**src/hw/rtl/stpxy_pkg.sv**
```systemverilog
// ----------------------------------------------------------------------------
// stpxy_pkg
// Shared constants, types and the half-degree sine table for the scan
// telegram polar-to-XY converter.
// ----------------------------------------------------------------------------
package stpxy_pkg;

  // Default sizing
  localparam int unsigned MAX_POINTS  = 361;
  localparam int unsigned COUNT_TOKEN = 25;

  // Telegram control bytes
  localparam logic [7:0] BYTE_STX   = 8'h02;
  localparam logic [7:0] BYTE_ETX   = 8'h03;
  localparam logic [7:0] BYTE_SPACE = 8'h20;

  localparam int unsigned TOKEN_W   = 6;
  localparam logic [TOKEN_W-1:0] TOKEN_IDLE = '1;

  localparam int unsigned RANGE_W   = 16;
  localparam int unsigned TRIG_W    = 16;   // magnitude 0..32768
  localparam int unsigned PROD_W    = RANGE_W + TRIG_W;
  localparam int unsigned MAG_W     = 21;
  localparam int unsigned INDEX_W   = 9;
  localparam int unsigned XPOS_W    = 21;
  localparam int unsigned YPOS_W    = 20;

  // Angle in half degrees; covers index up to 1023 plus the cosine offset
  localparam int unsigned ANGLE_W   = 11;
  localparam logic [ANGLE_W-1:0] ANGLE_FULL    = 11'd720;
  localparam logic [ANGLE_W-1:0] ANGLE_QUARTER = 11'd180;
  localparam logic [ANGLE_W-1:0] ANGLE_HALF    = 11'd360;
  localparam logic [ANGLE_W-1:0] ANGLE_3QTR    = 11'd540;

  localparam int unsigned ROM_LAST  = 180;
  localparam int unsigned ROM_IDX_W = 8;

  typedef logic [TRIG_W-1:0] sin_rom_t [ROM_LAST+1];

  typedef struct packed {
    logic                 neg;
    logic [ROM_IDX_W-1:0] idx;
  } trig_sel_t;

  // Table is built by rotating a Q2.30 unit vector in half-degree steps
  function automatic sin_rom_t build_sin_rom();
    longint c;
    longint s;
    longint nc;
    longint ns;
    longint v;
    longint unsigned q;
    sin_rom_t rom;
    c = 64'sd1073741824;
    s = 64'sd0;
    for (int k = 0; k <= ROM_LAST; k++) begin
      v = (s < 0) ? 64'sd0 : s;
      q = (longint'(v) + 64'sd16384) >>> 15;
      if (q > 64'd32768) q = 64'd32768;
      rom[k] = TRIG_W'(q);
      nc = (c * 64'sd1073700939 - s * 64'sd9370046 + 64'sd536870912) / 64'sd1073741824;
      ns = (s * 64'sd1073700939 + c * 64'sd9370046 + 64'sd536870912) / 64'sd1073741824;
      c = nc;
      s = ns;
    end
    return rom;
  endfunction

  localparam sin_rom_t SIN_ROM = build_sin_rom();

  // Quadrant fold: table slot and sign for a half-degree angle
  function automatic trig_sel_t trig_sel(logic [ANGLE_W-1:0] a_in);
    logic [ANGLE_W-1:0] a;
    trig_sel_t sel;
    a = (a_in >= ANGLE_FULL) ? a_in - ANGLE_FULL : a_in;
    if (a <= ANGLE_QUARTER) begin
      sel.neg = 1'b0;
      sel.idx = ROM_IDX_W'(a);
    end else if (a <= ANGLE_HALF) begin
      sel.neg = 1'b0;
      sel.idx = ROM_IDX_W'(ANGLE_HALF - a);
    end else if (a <= ANGLE_3QTR) begin
      sel.neg = 1'b1;
      sel.idx = ROM_IDX_W'(a - ANGLE_HALF);
    end else begin
      sel.neg = 1'b1;
      sel.idx = ROM_IDX_W'(ANGLE_FULL - a);
    end
    return sel;
  endfunction

endpackage

```
**src/hw/rtl/scan_telegram_polar_to_xy.sv**
```systemverilog
// ----------------------------------------------------------------------------
// scan_telegram_polar_to_xy
// Parses an ASCII scanner telegram byte by byte and turns each range token
// into a point with X/Y in 1/16 mm at a fixed half-degree angular step.
// ----------------------------------------------------------------------------
//  channel | handshake               | payload
//  --------+-------------------------+----------------------------------------
//  in      | in_valid_i / in_stall_o | byte_in_i
//  out     | out_valid_o/out_stall_i | point_index_o, range_mm_o, x_pos_o,
//          |                         | y_pos_o, last_point_o
//
// One byte per cycle while in_stall_o is low. A point leaves through four
// registered stages after the separator or ETX beat that closes its range token: parse, table lookup, multiply, round.
// The four stages hold bubbles, so input keeps flowing while the output is
// stalled until all stages hold points. Reset leaves the parser as after STX.
// ----------------------------------------------------------------------------
module scan_telegram_polar_to_xy #(
  parameter int unsigned MaxPoints  = stpxy_pkg::MAX_POINTS,
  parameter int unsigned CountToken = stpxy_pkg::COUNT_TOKEN
) (
  input  logic                                clk_i,
  input  logic                                rst_ni,
  input  logic                                in_valid_i,
  output logic                                in_stall_o,
  input  logic [7:0]                          byte_in_i,
  output logic                                out_valid_o,
  input  logic                                out_stall_i,
  output logic [stpxy_pkg::INDEX_W-1:0]       point_index_o,
  output logic [stpxy_pkg::RANGE_W-1:0]       range_mm_o,
  output logic signed [stpxy_pkg::XPOS_W-1:0] x_pos_o,
  output logic [stpxy_pkg::YPOS_W-1:0]        y_pos_o,
  output logic                                last_point_o
);

  localparam int unsigned CntW = $clog2(MaxPoints + 1);
  localparam int unsigned TokW = stpxy_pkg::TOKEN_W;
  localparam int unsigned RngW = stpxy_pkg::RANGE_W;
  localparam int unsigned TrgW = stpxy_pkg::TRIG_W;
  localparam int unsigned PrdW = stpxy_pkg::PROD_W;
  localparam int unsigned MagW = stpxy_pkg::MAG_W;
  localparam int unsigned IdxW = stpxy_pkg::INDEX_W;
  localparam int unsigned AngW = stpxy_pkg::ANGLE_W;

  // --------------------------------------------------------------------------
  // Flow control: each stage moves when it is empty or the next one moves
  // --------------------------------------------------------------------------
  logic v1_q, v2_q, v3_q, v4_q;
  logic en1, en2, en3, en4;
  logic in_fire;

  assign en4        = !v4_q || !out_stall_i;
  assign en3        = !v3_q || en4;
  assign en2        = !v2_q || en3;
  assign en1        = !v1_q || en2;
  assign in_stall_o = !en1;
  assign in_fire    = in_valid_i && en1;

  // --------------------------------------------------------------------------
  // Parser
  // --------------------------------------------------------------------------
  logic [TokW-1:0] tok_q, tok_d;
  logic [RngW-1:0] acc_q, acc_d;
  logic            in_tok_q, in_tok_d;
  logic [CntW-1:0] exp_q, exp_d;
  logic [CntW-1:0] done_q, done_d;

  logic            is_hex;
  logic [3:0]      digit;
  logic            finish;
  logic            ev_fire;
  logic            ev_last;

  always_comb begin
    is_hex = 1'b1;
    digit  = 4'd0;
    if (byte_in_i >= "0" && byte_in_i <= "9") begin
      digit = 4'(byte_in_i - "0");
    end else if (byte_in_i >= "A" && byte_in_i <= "F") begin
      digit = 4'(byte_in_i - "A" + 8'd10);
    end else if (byte_in_i >= "a" && byte_in_i <= "f") begin
      digit = 4'(byte_in_i - "a" + 8'd10);
    end else begin
      is_hex = 1'b0;
    end
  end

  assign ev_last = ({1'b0, done_q} + 1'b1) == {1'b0, exp_q};

  always_comb begin
    tok_d    = tok_q;
    acc_d    = acc_q;
    in_tok_d = in_tok_q;
    exp_d    = exp_q;
    done_d   = done_q;
    finish   = 1'b0;
    ev_fire  = 1'b0;
    if (in_fire) begin
      if (byte_in_i == stpxy_pkg::BYTE_STX) begin
        tok_d    = '0;
        acc_d    = '0;
        in_tok_d = 1'b0;
        exp_d    = '0;
        done_d   = '0;
      end else if (byte_in_i == stpxy_pkg::BYTE_SPACE ||
                   byte_in_i == stpxy_pkg::BYTE_ETX) begin
        finish = in_tok_q;
      end else begin
        in_tok_d = 1'b1;
        if (is_hex) begin
          // saturate when a digit would push past 16 bits
          acc_d = (acc_q[RngW-1 -: 4] != 4'd0) ? '1 : {acc_q[RngW-5:0], digit};
        end
      end

      if (finish) begin
        if (tok_q == TokW'(CountToken)) begin
          exp_d  = (acc_q > RngW'(MaxPoints)) ? CntW'(MaxPoints) : CntW'(acc_q);
          done_d = '0;
        end else if (tok_q > TokW'(CountToken) && done_q < exp_q) begin
          ev_fire = 1'b1;
          done_d  = CntW'(done_q + 1'b1);
        end
        tok_d    = (tok_q == stpxy_pkg::TOKEN_IDLE) ? tok_q : tok_q + 1'b1;
        acc_d    = '0;
        in_tok_d = 1'b0;
      end

      if (byte_in_i == stpxy_pkg::BYTE_ETX) begin
        tok_d  = stpxy_pkg::TOKEN_IDLE;
        exp_d  = '0;
        done_d = '0;
      end
    end
  end

  always_ff @(posedge clk_i or negedge rst_ni) begin
    if (!rst_ni) begin
      tok_q    <= '0;
      acc_q    <= '0;
      in_tok_q <= 1'b0;
      exp_q    <= '0;
      done_q   <= '0;
    end else begin
      tok_q    <= tok_d;
      acc_q    <= acc_d;
      in_tok_q <= in_tok_d;
      exp_q    <= exp_d;
      done_q   <= done_d;
    end
  end

  // --------------------------------------------------------------------------
  // Valid bits
  // --------------------------------------------------------------------------
  always_ff @(posedge clk_i or negedge rst_ni) begin
    if (!rst_ni) begin
      v1_q <= 1'b0;
      v2_q <= 1'b0;
      v3_q <= 1'b0;
      v4_q <= 1'b0;
    end else begin
      if (en1) v1_q <= ev_fire;
      if (en2) v2_q <= v1_q;
      if (en3) v3_q <= v2_q;
      if (en4) v4_q <= v3_q;
    end
  end

  // --------------------------------------------------------------------------
  // Stage 1: point event
  // --------------------------------------------------------------------------
  logic [CntW-1:0] idx1_q;
  logic [RngW-1:0] rng1_q;
  logic            last1_q;

  always_ff @(posedge clk_i) begin
    if (en1) begin
      idx1_q  <= done_q;
      rng1_q  <= acc_q;
      last1_q <= ev_last;
    end
  end

  // --------------------------------------------------------------------------
  // Stage 2: sine/cosine lookup
  // --------------------------------------------------------------------------
  logic [AngW-1:0]        ang_sin, ang_cos;
  stpxy_pkg::trig_sel_t   sel_sin, sel_cos;
  logic [TrgW-1:0]        sin2_q, cos2_q;
  logic                   sneg2_q, cneg2_q;
  logic [RngW-1:0]        rng2_q;
  logic [IdxW-1:0]        idx2_q;
  logic                   last2_q;

  assign ang_sin = AngW'(idx1_q);
  assign ang_cos = AngW'(idx1_q) + stpxy_pkg::ANGLE_QUARTER;
  assign sel_sin = stpxy_pkg::trig_sel(ang_sin);
  assign sel_cos = stpxy_pkg::trig_sel(ang_cos);

  always_ff @(posedge clk_i) begin
    if (en2) begin
      sin2_q  <= stpxy_pkg::SIN_ROM[sel_sin.idx];
      cos2_q  <= stpxy_pkg::SIN_ROM[sel_cos.idx];
      sneg2_q <= sel_sin.neg;
      cneg2_q <= sel_cos.neg;
      rng2_q  <= rng1_q;
      idx2_q  <= IdxW'(idx1_q);
      last2_q <= last1_q;
    end
  end

  // --------------------------------------------------------------------------
  // Stage 3: range times magnitude
  // --------------------------------------------------------------------------
  logic [PrdW-1:0] px3_q, py3_q;
  logic            xneg3_q, yneg3_q;
  logic [RngW-1:0] rng3_q;
  logic [IdxW-1:0] idx3_q;
  logic            last3_q;

  always_ff @(posedge clk_i) begin
    if (en3) begin
      px3_q   <= PrdW'(rng2_q) * PrdW'(cos2_q);
      py3_q   <= PrdW'(rng2_q) * PrdW'(sin2_q);
      xneg3_q <= cneg2_q;
      yneg3_q <= sneg2_q;
      rng3_q  <= rng2_q;
      idx3_q  <= idx2_q;
      last3_q <= last2_q;
    end
  end

  // --------------------------------------------------------------------------
  // Stage 4: round to 1/16 mm (x16 then >>15 is >>11), apply sign
  // --------------------------------------------------------------------------
  logic [PrdW:0]   sx, sy;
  logic [MagW-1:0] mx, my;
  logic [MagW-1:0] xs, ys;
  logic [MagW-1:0] x4_q, y4_q;
  logic [RngW-1:0] rng4_q;
  logic [IdxW-1:0] idx4_q;
  logic            last4_q;

  assign sx = {1'b0, px3_q} + (PrdW+1)'(1024);
  assign sy = {1'b0, py3_q} + (PrdW+1)'(1024);
  assign mx = MagW'(sx >> 11);
  assign my = MagW'(sy >> 11);
  assign xs = xneg3_q ? (~mx + 1'b1) : mx;
  assign ys = yneg3_q ? (~my + 1'b1) : my;

  always_ff @(posedge clk_i) begin
    if (en4) begin
      x4_q    <= xs;
      y4_q    <= ys;
      rng4_q  <= rng3_q;
      idx4_q  <= idx3_q;
      last4_q <= last3_q;
    end
  end

  assign out_valid_o   = v4_q;
  assign point_index_o = idx4_q;
  assign range_mm_o    = rng4_q;
  assign x_pos_o       = signed'(x4_q);
  assign y_pos_o       = y4_q[stpxy_pkg::YPOS_W-1:0];
  assign last_point_o  = last4_q;

endmodule

```
**config.mk**
```make
export PLATFORM = sky130hd
export DESIGN_NAME = scan_telegram_polar_to_xy
export DESIGN_NICKNAME = d
export VERILOG_FILES = /design/src/hw/rtl/stpxy_pkg.sv /design/src/hw/rtl/scan_telegram_polar_to_xy.sv
export SDC_FILE = /design/constraint.sdc
export NUM_CORES = 2
export LEC_CHECK = 0
export BUFFER_PORTS_ARGS = -buffer_cell sky130_fd_sc_hd__buf_2
export CAP_MARGIN = 20
export CORE_ASPECT_RATIO = 0.6
export CORE_MARGIN = 2
export CORE_UTILIZATION = 40
export DETAILED_ROUTE_END_ITERATION = 10
export GPL_ROUTABILITY_DRIVEN = 0
export SYNTH_ARGS = -nofsm -noshare
export SYNTH_HDL_FRONTEND = slang
export SYNTH_SLANG_ARGS = --single-unit
```
**constraint.sdc**
```tcl
create_clock -name clk_i -period 19.5 [get_ports clk_i]
set_input_delay 2.925 -clock clk_i [delete_from_list [all_inputs] [get_ports clk_i]]
set_output_delay 2.925 -clock clk_i [all_outputs]
set_load 0.05 [all_outputs]
```
# Word-level counts from Yosys, hierarchy flattened
# Memory sizes are Yosys's and may differ from the RTL's. A register that Yosys moved wholly into a read port is not among the register bits.
# Cells that the tools add are included.
# word_totals
output_inout_bits	69
mem_count	2
mem_bits_ro	8192
register_bits	257
inputBits	12
wordCells	152
# memory_table
name	depth	width	rd	rd_ports_with_merged_regs	wr	line_no	text
(name not given)	256	16	1	1	0	scan_telegram_polar_to_xy.sv:203	cos2_q <= stpxy_pkg::SIN_ROM[sel_cos.idx];
(name not given)	256	16	1	1	0	scan_telegram_polar_to_xy.sv:202	sin2_q <= stpxy_pkg::SIN_ROM[sel_sin.idx];
# classes
n_mul	2
reduce_logical	24
addsub	21
mux	45
n_eq_ne	8
magnitude_cmp	17
bitwise	4
# op_table
operator	count
2-to-1 mux 9 bit	10
2-to-1 mux 16 bit	5
2-to-1 mux 8 bit	6
adder 32 x 11 -> 32 bit, second input constant	1
multiplier 16 x 16 -> 32 bit	1
adder 31 x 11 -> 31 bit, second input constant	1
multiplier 16 x 16 -> 31 bit	1
2-to-1 mux 6 bit	4
less-or-equal comparator 11 x 10 -> 1 bit, second input constant	2
less-or-equal comparator 11 x 8 -> 1 bit, second input constant	2
less-or-equal comparator 11 x 9 -> 1 bit, second input constant	2
2-to-1 mux 11 bit	2
adder 21 x 1 -> 21 bit, second input constant	1
2-to-1 mux 21 bit	1
NOT 21 bit	1
adder 20 x 1 -> 20 bit, second input constant	1
2-to-1 mux 20 bit	1
NOT 20 bit	1
NOT 8 -> 9 bit	2
equality test 8 x 2 -> 1 bit, second input constant	2
>= comparator 8 x 7 -> 1 bit, second input constant	2
> comparator 16 x 9 -> 1 bit, second input constant	1
less-or-equal comparator 8 x 7 -> 1 bit, second input constant	2
subtractor 7 x 8 -> 8 bit, first input constant	2
other kinds (32)	67

# Depth between registers and ports, before layout
# depth
depth_word	10
mapped_depth	30
ltp_nobuf	27

# Worst setup path after synthesis
# OpenSTA, ideal clock, no wires.
# synth_timing
path_type	input -> output
startpoint	in out_stall_i
endpoint	out in_stall_o
required_ns	16.575
path_buffers	0
arrival_ns	4.429
path_slack_ns	12.146
cell_stages	3
cell_sequence	and3_1 > nand3_1 > inv_1
# synth_between
elab_chain_cells	6
# synth_lines
item	line_no	text
start, declared	scan_telegram_polar_to_xy.sv:27	input logic out_stall_i,
zero test 1 bit	scan_telegram_polar_to_xy.sv:51	assign en4 = !v4_q || !out_stall_i;
logical OR 1 bit	scan_telegram_polar_to_xy.sv:51	
logical OR 1 bit	scan_telegram_polar_to_xy.sv:52	assign en3 = !v3_q || en4;
logical OR 1 bit	scan_telegram_polar_to_xy.sv:53	assign en2 = !v2_q || en3;
logical OR 1 bit	scan_telegram_polar_to_xy.sv:54	assign en1 = !v1_q || en2;
zero test 1 bit	scan_telegram_polar_to_xy.sv:55	assign in_stall_o = !en1;
end, declared	scan_telegram_polar_to_xy.sv:24	output logic in_stall_o,
# No other way between the ends.

# Final worst setup path
# layout_timing
startpoint	reg idx1_q[4]
endpoint	reg cos2_q[7] (data pin)
# layout_between
elab_chain_cells	8
# layout_lines
item	line_no	text
start, declared	scan_telegram_polar_to_xy.sv:172	logic [CntW-1:0] idx1_q;
start signal, assigned	scan_telegram_polar_to_xy.sv:178	idx1_q <= done_q;
adder 9 x 8 -> 10 bit (*)	scan_telegram_polar_to_xy.sv:196	assign ang_cos = AngW'(idx1_q) + stpxy_pkg::ANGLE_QUARTER;
subtractor 10 x 10 -> 11 bit or >= comparator 10 bit (tied branches)	stpxy_pkg.sv:75	a = (a_in >= ANGLE_FULL) ? a_in - ANGLE_FULL : a_in;
2-to-1 mux 11 bit (*)	stpxy_pkg.sv:75	
less-or-equal comparator 11 x 10 -> 1 bit (tied with other cells)	stpxy_pkg.sv:82	end else if (a <= ANGLE_3QTR) begin
2-to-1 mux 8 bit	stpxy_pkg.sv:82	
2-to-1 mux 8 bit	stpxy_pkg.sv:79	end else if (a <= ANGLE_HALF) begin
2-to-1 mux 8 bit (*)	stpxy_pkg.sv:76	if (a <= ANGLE_QUARTER) begin
NOT 8 -> 9 bit (implied by the code) (*)	scan_telegram_polar_to_xy.sv:203	
end, declared	scan_telegram_polar_to_xy.sv:189	logic [TrgW-1:0] sin2_q, cos2_q;
# Mark *: on every way between the ends. The rest lies on a longest branch, timed or not.
# A chain may end at the register's enable or synchronous reset.

==> metrics.md <==
| Metric | Value |
|---|---|
| Status | finished, final reports clean |
| Chip Height | 233 um |
| Flop pwr share | 0.416 |
| Crit Path Class | register to register |
| Fmax | 0.133 GHz |
| Initial antenna violation count | 2 |
| Final Net Count | 4523 |
| PortBufs | 80 |
| First-pass GRT wire length | 162 mm |
| Maximum vdd drop | 70.7 uV |
| Vias in the first global route | 27881 |
| Seq/Total Area, Yosys | 0.225 |
| Sw frac | 0.378 |
| Max-cap violations | 0 |
| Via Count | 28877 |
| GRT Overall Usage | 0.227 |
| Distinct cell type count after synthesis | 100 |
| WL per Instance | 20.1 um |
| Area of the die | 0.0897 sq mm |
| Hold crit path type | register to register |
| Ports | 81 |
| Worst-path clk slew | 70 ps |
| Critical R2R Launch | idx1_q[4] |
| CTS tree | done |
| Total wire length | 101 mm |
| Post-route setup slack | 11980 ps |
| Post-Synthesis Cells | 3937 |
| FP Rows | 83 |
| Internal | 1.21 mW |
| Critical Path RT | 19910 ps |
| Tcrit/Tclk final | 0.386 |
| Clk buf depth | 3 |
| Via density | 5.75 |
| Largest net degree at the start of global routing | 79 |
| Residual DRC | 0 |
| Post-synth EDFFs | 224 |
| Initial DRT Pass Iterations | 8 |
| Share of cells above drive strength 1 | 0.0637 |
| Fillers | 8380 |
| H-tree level count | 1 |
| P&R area growth vs syn | 6.77% |
| Final clock skew | 25.1 ps |
| Max transition margin | 0.259 |
| CTS resizes | 0 |
| Primary FF master, synth | edfxtp_1 |
| Die width | 385 um |
| Worst Tran Pin Value | 1100 ps |
| Starting Density | 0.406 |
| Min Tclk post-route | 7520 ps |
| Power share of the combinational group | 0.278 |
| Critical path endpoint category | register |
| Number of synthesized register bits | 269 |
| Setup-failing EPs final | 0 |
| Pleak | 16.8 nW |
| Core Area | 0.0860 sq mm |
| Skew-Pair Late Insertion Delay | 630 ps |
| Root Driver | clkbuf_16 |
| CTS sink cnt | 269 |
| Hold path startpoint | rng1_q[13] |
| # hold bufs at CTS | 0 |
| Antenna-violating nets left | 0 |
| RSZ-0062 raised after global routing | false |
| Area of the mapped netlist | 0.0349 sq mm |
| Worst slack, placed | 11990 ps |
| Final count of hold timing violations | 0 |
| Post-CTS Setup Repair Bufs | 0 |
| Asr flop ratio synth | 0.167 |
| DP HPWL | 72.9 mm |
| Num CTS Buffers | 30 |
| Clk pwr share | 0.306 |
| Syn Area/Cell | 8.86 sq um |
| Psw | 734 uW |
| Synth warn | 0 |
| Type of origin of the critical path | register |
| Pwr Density | 52.1 mW/mm^2 |
| Worst Path Arrival | 7930 ps |
| Syn nets | 4606 |
| Grt total ovfl | 0 |
| Max Slew Vio Count | 0 |
| Initial drt markers | 3924 |
| Critical Path Start | idx1_q[4] |
| Worst Path Max Fanout | 49 |
| TNS Setup | 0 ps |
[path summary, 6_finish.rpt]
| kind | endpoint | slack, ps | cells past startpoint |
|---|---|---|---|
| min in group asynchronous | tok_q[0] | 2140 | 1 |
| hold reg to reg | rng2_q[13] | 420 | 0 |
| hold / removal | rng2_q[13] | 420 | 0 |
| setup reg to reg | cos2_q[7] | 11980 | 23 |
| setup / recovery | cos2_q[7] | 11980 | 23 |
| max in group asynchronous | done_q[3] | 16910 | 2 |
[cells in the mapped netlist, types with 18 or more instances]
| cell type | number | area, sq um |
|---|---|---|
| nand2_1 | 544 | 2040 |
| inv_1 | 504 | 1890 |
| fa_1 | 385 | 7710 |
| ha_1 | 272 | 3400 |
| and2_1 | 233 | 1460 |
| edfxtp_1 | 224 | 6730 |
| nor2_1 | 215 | 807 |
| clkbuf_1 | 193 | 724 |
| o21ai_0 | 192 | 961 |
| a21oi_1 | 189 | 946 |
| xnor2_1 | 113 | 990 |
| nand3_1 | 75 | 375 |
| nor3_1 | 57 | 285 |
| dfrtp_1 | 45 | 1130 |
| a211oi_1 | 44 | 330 |
| xor2_1 | 44 | 385 |
| a31oi_1 | 38 | 238 |
| o211ai_1 | 38 | 285 |
| and3_1 | 31 | 194 |
| buf_2 | 29 | 145 |
| nor2b_1 | 24 | 150 |
| o31ai_1 | 23 | 173 |
| o21a_1 | 20 | 150 |
| o22ai_1 | 20 | 125 |
| a221oi_1 | 19 | 166 |
| a311oi_1 | 18 | 158 |
| nand4_1 | 18 | 113 |
| o311ai_0 | 18 | 158 |
[registers in the layout (all words and copies together), names as in the netlist, 16 cells and up]
signal and flops:
rng2_q 16, py3_q 21, cos2_q 16, sin2_q 16, y4_q 20, acc_q 16, px3_q 22, x_pos_o 21
rng3_q 16, rng1_q 16, range_mm_o 16
[power groups by stage]
| stage | logic (mW) | clock network, mW | registers, mW |
|---|---|---|---|
| finish | 0.539 | 0.593 | 0.807 |
| global route | 0.586 | 0.629 | 0.819 |
| CTS | 0.537 | 0.610 | 0.807 |
| detailed placement | 0.534 | 0 | 0.818 |
| global placement | 0.527 | 0 | 0.817 |
| floorplan | 0.253 | 0 | 0.901 |
[routing by layer]
metal / global-route usage / routed length (um) / share of wire
met5: 0 / 20 / 0.00020
met4: 0.0392 / 2180 / 0.022
met3: 0.0771 / 12700 / 0.13
met2: 0.303 / 38500 / 0.38
met1: 0.352 / 47700 / 0.47
[area by class of cell]
type,count,area (sq um),area share
inverter,512,1930,0.0517
clock inverter,16,158,0.00423
clock buffer,39,857,0.0230
timing repair buffer,134,818,0.0220
sequential,269,7850,0.211
tap,1147,1440,0.0385
multi-input combinational,2907,24200,0.650
antenna,1,2.50,0.0000672
[worst max-delay path, cell delays in order (launching register included)]
cell and delay (ps):
edfxtp_1 810, inv_1 190, ha_1 340, a211oi_1 330
o21ai_1 220, a21oi_1 530, inv_1 270, ha_1 270
inv_1 110, o2111a_1 240, o32ai_4 130, or2_4 300
inv_2 160, o221ai_1 220, and2_1 220, buf_4 310
inv_4 330, buf_4 460, ha_1 370, nor2_1 160
a211oi_1 90, nor4b_1 740, o211ai_1 240, o211ai_1 220
[kinds of logic after synthesis]
group	synth area share
DFF	0.225
adders and majority gates	0.319
xor gates and xnor gates	0.0399
buffers and inverters	0.0847
and+or+nand+nor	0.171
AOI/OAI and AO/OA	0.152
muxes	0.00886
[layout by cell type, fill, tap and decap left out, drive strengths merged, types with 23 or more instances in the layout]
cell	instances
o31ai	23
nor2	216
fa	385
xnor2	113
nor2b	24
edfxtp	224
clkbuf	39
a21oi	190
o311ai	23
a31oi	40
nand2	545
ha	272
buf	134
nor3	57
o211ai	39
and3	31
inv	512
and2	235
a211oi	45
dfrtp	45
o21ai	204
nand3	75
xor2	45
[metrics by stage]
stage	std cells	area [sq um]	total power [mW]	util	hold WS, ps
2_1_floorplan	3937	34900	1.15	-	400
3_3_place_gp	4967	36200	1.34	0.421	401
3_5_place_dp	4968	36200	1.35	0.421	405
4_1_cts	5023	37200	1.95	0.433	416
5_1_grt	5024	37200	2.03	0.433	426
6_report	5025	37200	1.94	0.433	417
Note: power is estimated with default switching activity, not from simulation.
